**src/rtl/core/hbib_ram.sv**
```systemverilog
// ----------------------------------------------------------------------------
// Hash bucket index builder RAM
// Simple dual-port synchronous RAM, one write and one registered read port.
// ----------------------------------------------------------------------------
module hbib_ram #(
    parameter int DEPTH = 256,
    parameter int WIDTH = 8,
    localparam int AW   = (DEPTH > 1) ? $clog2(DEPTH) : 1
) (
    input  logic             aclk,
    input  logic             wr_en,
    input  logic [AW-1:0]    wr_addr,
    input  logic [WIDTH-1:0] wr_data,
    input  logic             rd_en,
    input  logic [AW-1:0]    rd_addr,
    output logic [WIDTH-1:0] rd_data
);

    logic [WIDTH-1:0] mem_reg [DEPTH];
    logic [WIDTH-1:0] rd_data_reg;

    always_ff @(posedge aclk) begin
        if (wr_en) begin
            mem_reg[wr_addr] <= wr_data;
        end
        if (rd_en) begin
            rd_data_reg <= mem_reg[rd_addr];
        end
    end

    assign rd_data = rd_data_reg;

endmodule

```
**config.mk**
```make
export PLATFORM = sky130hd
export DESIGN_NAME = hbib_ram
export DESIGN_NICKNAME = d
export VERILOG_FILES = /design/src/rtl/core/hbib_ram.sv
export SDC_FILE = /design/constraint.sdc
export NUM_CORES = 2
export LEC_CHECK = 0
export ABC_AREA = 1
export ABC_CLOCK_PERIOD_IN_PS = 3000
export BUFFER_PORTS_ARGS = -buffer_cell sky130_fd_sc_hd__buf_2
export CORE_MARGIN = 4
export CORE_UTILIZATION = 26
export DETAILED_ROUTE_END_ITERATION = 10
export PLACE_DENSITY = 0.45
export REMOVE_ABC_BUFFERS = 1
export SETUP_SLACK_MARGIN = 0.05
export SYNTH_ARGS = -nofsm -noshare
export SYNTH_HDL_FRONTEND = slang
export SYNTH_SLANG_ARGS = --single-unit
export TNS_END_PERCENT = 20
```
**constraint.sdc**
```tcl
create_clock -name aclk -period 3 [get_ports aclk]
set_input_delay 0.6 -clock aclk [delete_from_list [all_inputs] [get_ports aclk]]
set_output_delay 0.6 -clock aclk [all_outputs]
set_load 0.03 [all_outputs]
```
**After elaboration in Yosys (flattened, before gate mapping)**

Memory sizes are Yosys's and may differ from the RTL's. A register that Yosys moved wholly into a read port is not among the register bits.
Index checks and enable logic that the tools add are counted.
W data, S select, Z words.

- Flip-flop bits (word level): 0
- Latch bits: 0
- Memory bits (writable): 2,048
- Bits in read-only memories: 0
- Input port bits: 27
- Output and inout port bits: 8
- Logic and storage cells: 3
- Memories kept: 1

- $add $sub $neg: 0
- $mul: 0
- Divide/modulo/power cells: 0
- Magnitude comparators: 0
- Eq/ne operators: 0
- Shift-type cells: 0
- Muxes and demuxes: 2
- Bitwise operators: 0
- Reductions and logical operators: 0

Memories:

| memory | words | width | rd ports | clocked after Yosys merged registers in | wr ports | RTL line | RTL |
|---|---|---|---|---|---|---|---|
| mem_reg | 256 | 8 | 1 | 1 | 1 | 19 | `logic [WIDTH-1:0] mem_reg [DEPTH];` |

Operators by type and width:

| kind | number |
|---|---|
| $mux W1 | 2 |

**Depth between registers and ports, before layout**

- Word-level depth: 2
- Mapped depth: 15
- Depth with buffers taken out: 11

**Worst setup path after synthesis**

OpenSTA, ideal clock, no wires.

- Kind: input -> register
- Start: input wr_en
- End: memory mem_reg[162][0], enable pin
- Library setup time: 0.370 ns
- Data arrival time: 1.721 ns
- Required time: 2.630 ns
- Path slack: 0.909 ns
- Stages on the path: 4
- Buffers on the path: 2
- Path through: clkbuf_1 -> nand3_1 -> clkbuf_1 -> nor2_1

- Cells in the longest elaborated chain, start to end: 2

RTL lines:

| what | RTL line | RTL |
|---|---|---|
| start, declared | 11 | `input logic wr_en,` |
| $mux W1 | 23 | `if (wr_en) begin` |
| $mux W1 (not written as such) | 24 | `mem_reg[wr_addr] <= wr_data;` |
| end, declared | 19 |  |

No other way between the ends.

==> qor.txt <==
Setup repair bufs after CTS: 0
Sw Ratio: 23.3%
Area grow syn2layout: 18.6%
Placed cells: 11,400
Synth Area in Adders: 0%
# setup viols final: 0
Worst R2R Path Depth: 10
Synth cell types: 13
Mapped Avg Cell Area: 11.9 sq um
Max_cap viols: 0
Post-synthesis mux area share: 0%
Post-route design area: 99,000 sq um
TritonCTS Buffers: 217
Post-DRT Antenna Nets: 0
Crit path DAT: 3.03 ns
Initial antenna violation count: 13
Tightest Pin Transition: 0.915 ns
Clock skew: 0.0610 ns
Post-synthesis simple-gate area fraction: 22.9%
Max clock buf depth: 4
Most frequent cells in the layout: nand2_1, edfxtp_1, nand3_1
Clk sinks: 2,056
CTS H-tree depth: 4
Worst relative slew slack: 39.0%
Routed length per instance: 22.3 um
Commonest non-fill, non-tap cell in the layout: nand2_1
Final count of pins violating max slew: 0
Clock share of power: 40.8%
Max reg flops: 2,048
Hold Violations, Final: 0
Max frequency: 0.414 GHz
Netlist Area Pre-Place: 83,500 sq um
Synth area leader: edfxtp_1
Hold Slack: 0.138 ns
Post-CTS Hold Fix Bufs: 0
GPL Wtd Cong: 0.860
CTS resizes: 0
Die W: 575 um
Min Clock Period, post-route: 2.42 ns
Min-delay src: rd_en
P_sw: 14.1 mW
First-pass DRT Iterations: 8
GR Util met3: 1.98%
Warnings from Yosys: 0
Num ports: 35
WHS Endpoint: rd_data[5]
FF+latch area: 61,700 sq um
DRT Wirelength: 264,000 um
Hold Path Class: primary input to register
Cell Count, Final, Fillers Out: 11,800
Met1 GRT Util: 21.3%
Vias per cell: 4.66
CTS Root Cell: clkbuf_16
Total Die Area: 330,000 sq um
Multi-input gate area: 19,200 sq um
Gate power share: 6.8%
Critical path startpoint category: primary input
Mapped Cells: 7,003
Pwr/cell area: 612 nW/um^2
DP Area: 92,600 sq um
RSZ-0062 raised after global routing: false
Overflow left after global routing: 0
CTS tree: done
Status: complete, no violations
Reg power frac: 52.3%
Nets: 7,401
Post-synth top area share: 74.0%
Sequential area share after synthesis: 74.0%
Core box area: 319,000 sq um
Internal power: 46.5 mW
Vias in the first global route: 54,000
Setup ws final: 0.584 ns
FF+latch count, synth: 2,056
CP Max Fanout: 26
Worst reg2reg setup slack: 0.78 ns
Leak pwr: 34.4 nW
Largest net degree at the start of global routing: 73
Gr busiest metal: met2
Fillers: 32,100
Critical Path RT: 3.61 ns
Port Buffers: 34
Peak VDD IR: 0.000402 V
Worst-path clk slew: 0.06 ns
Critical path capture point type: register
Die Span Y: 575 um
CP Class: primary input to register
RR Endpoint: rd_data[0]
Clk_lat worst skew: 0.87 ns
Routed via count: 55,100
Initial Util: 26.2%
Global-route usage over all layers: 15.5%
Met2 track demand over resource: 25.7%
Placement Setup Slack: -0.281 ns
DR iter-0 viols: 5,183
First-pass GRT wire length: 385,000 um
Largest family of logic cells by synthesized area: simple AND/OR/NAND/NOR gates
Post-DP HPWL: 166,000 um
Row Count: 207
Compound-Gate Fraction of Synth Area: 0%
Post-Synth XOR/XNOR Area: 0%
Final period util: 80.5%
Hold path cells: 1
Reg2reg start: mem_reg[174][0]
Core Util, Final: 31.0%
Drt drc: 0
Largest cells by area after synthesis: edfxtp_1, nand3_1, nand2_1
Layout cells sized above 1: 12.3%
[per-layer routing]
metal	part of all wire (%)	vias to the layer above
met5	0	-
met4	2.8	0
met3	4.9	352
met2	48	1504
met1	44	27600
li1	-	25600
[logic make-up after synthesis]
logic type,count (synthesis)
DFF,2056
and+or+nand+nor,4425
buffers and inverters,522
[cell type report]
class	count	area share [%]
sequential	2056	62.4
multi-input combinational	4425	19.4
timing repair buffer	635	6.24
clock buffer	276	5.75
tap	4284	5.42
clock inverter	104	0.642
inverter	39	0.185
antenna	7	0.0177
[critical path, cell delays in order]
cell and delay (ns):
buf_8 0.14, inv_8 0.22, buf_12 0.25, buf_4 0.30, nand3_1 0.12, nand3_1 0.12, nand3_1 0.13, nand3_1 0.23
nand3_1 0.16, nand3_1 0.15, nand2_1 0.07, nand2_1 0.33, nand2_1 0.12
[worst max-delay path by stage]
stage                       to  slack [ns]  startpoint
floorplan           rd_data[7]       -3.32  rd_addr[0]
global placement    rd_data[5]       -0.28  rd_addr[0]
detailed placement  rd_data[5]       -0.28  rd_addr[0]
CTS                 rd_data[1]        0.66  rd_data[1]
global route        rd_data[5]        0.53  rd_addr[0]
finish              rd_data[5]        0.58  rd_addr[1]
[metrics by stage]
step / TNS [ns] / power, mW
2_1_floorplan: -26.53 / 34.0
3_3_place_gp: -1.21 / 36.5
3_5_place_dp: -1.07 / 36.5
4_1_cts: 0 / 61.3
5_1_grt: 0 / 62.8
6_report: 0 / 60.6
[cells in the mapped netlist]
cell type / n
nand2_1: 2123
edfxtp_1: 2056
nand3_1: 2019
nor2_1: 283
buf_2: 268
clkbuf_1: 112
buf_4: 46
buf_1: 40
inv_1: 36
buf_6: 16
inv_2: 2
buf_8: 1
inv_4: 1
[power groups by stage]
| stage | Sequential (mW) | Clock [mW] | Combinational (mW) |
|---|---|---|---|
| after detailed placement | 32.3 | 0 | 4.19 |
| after floorplan | 32.3 | 0 | 1.67 |
| after CTS | 31.7 | 25.4 | 4.20 |
| final | 31.7 | 24.7 | 4.14 |
| after global placement | 32.3 | 0 | 4.19 |
| after global routing | 31.7 | 26.6 | 4.50 |
Power figures use the tool's default switching activity.
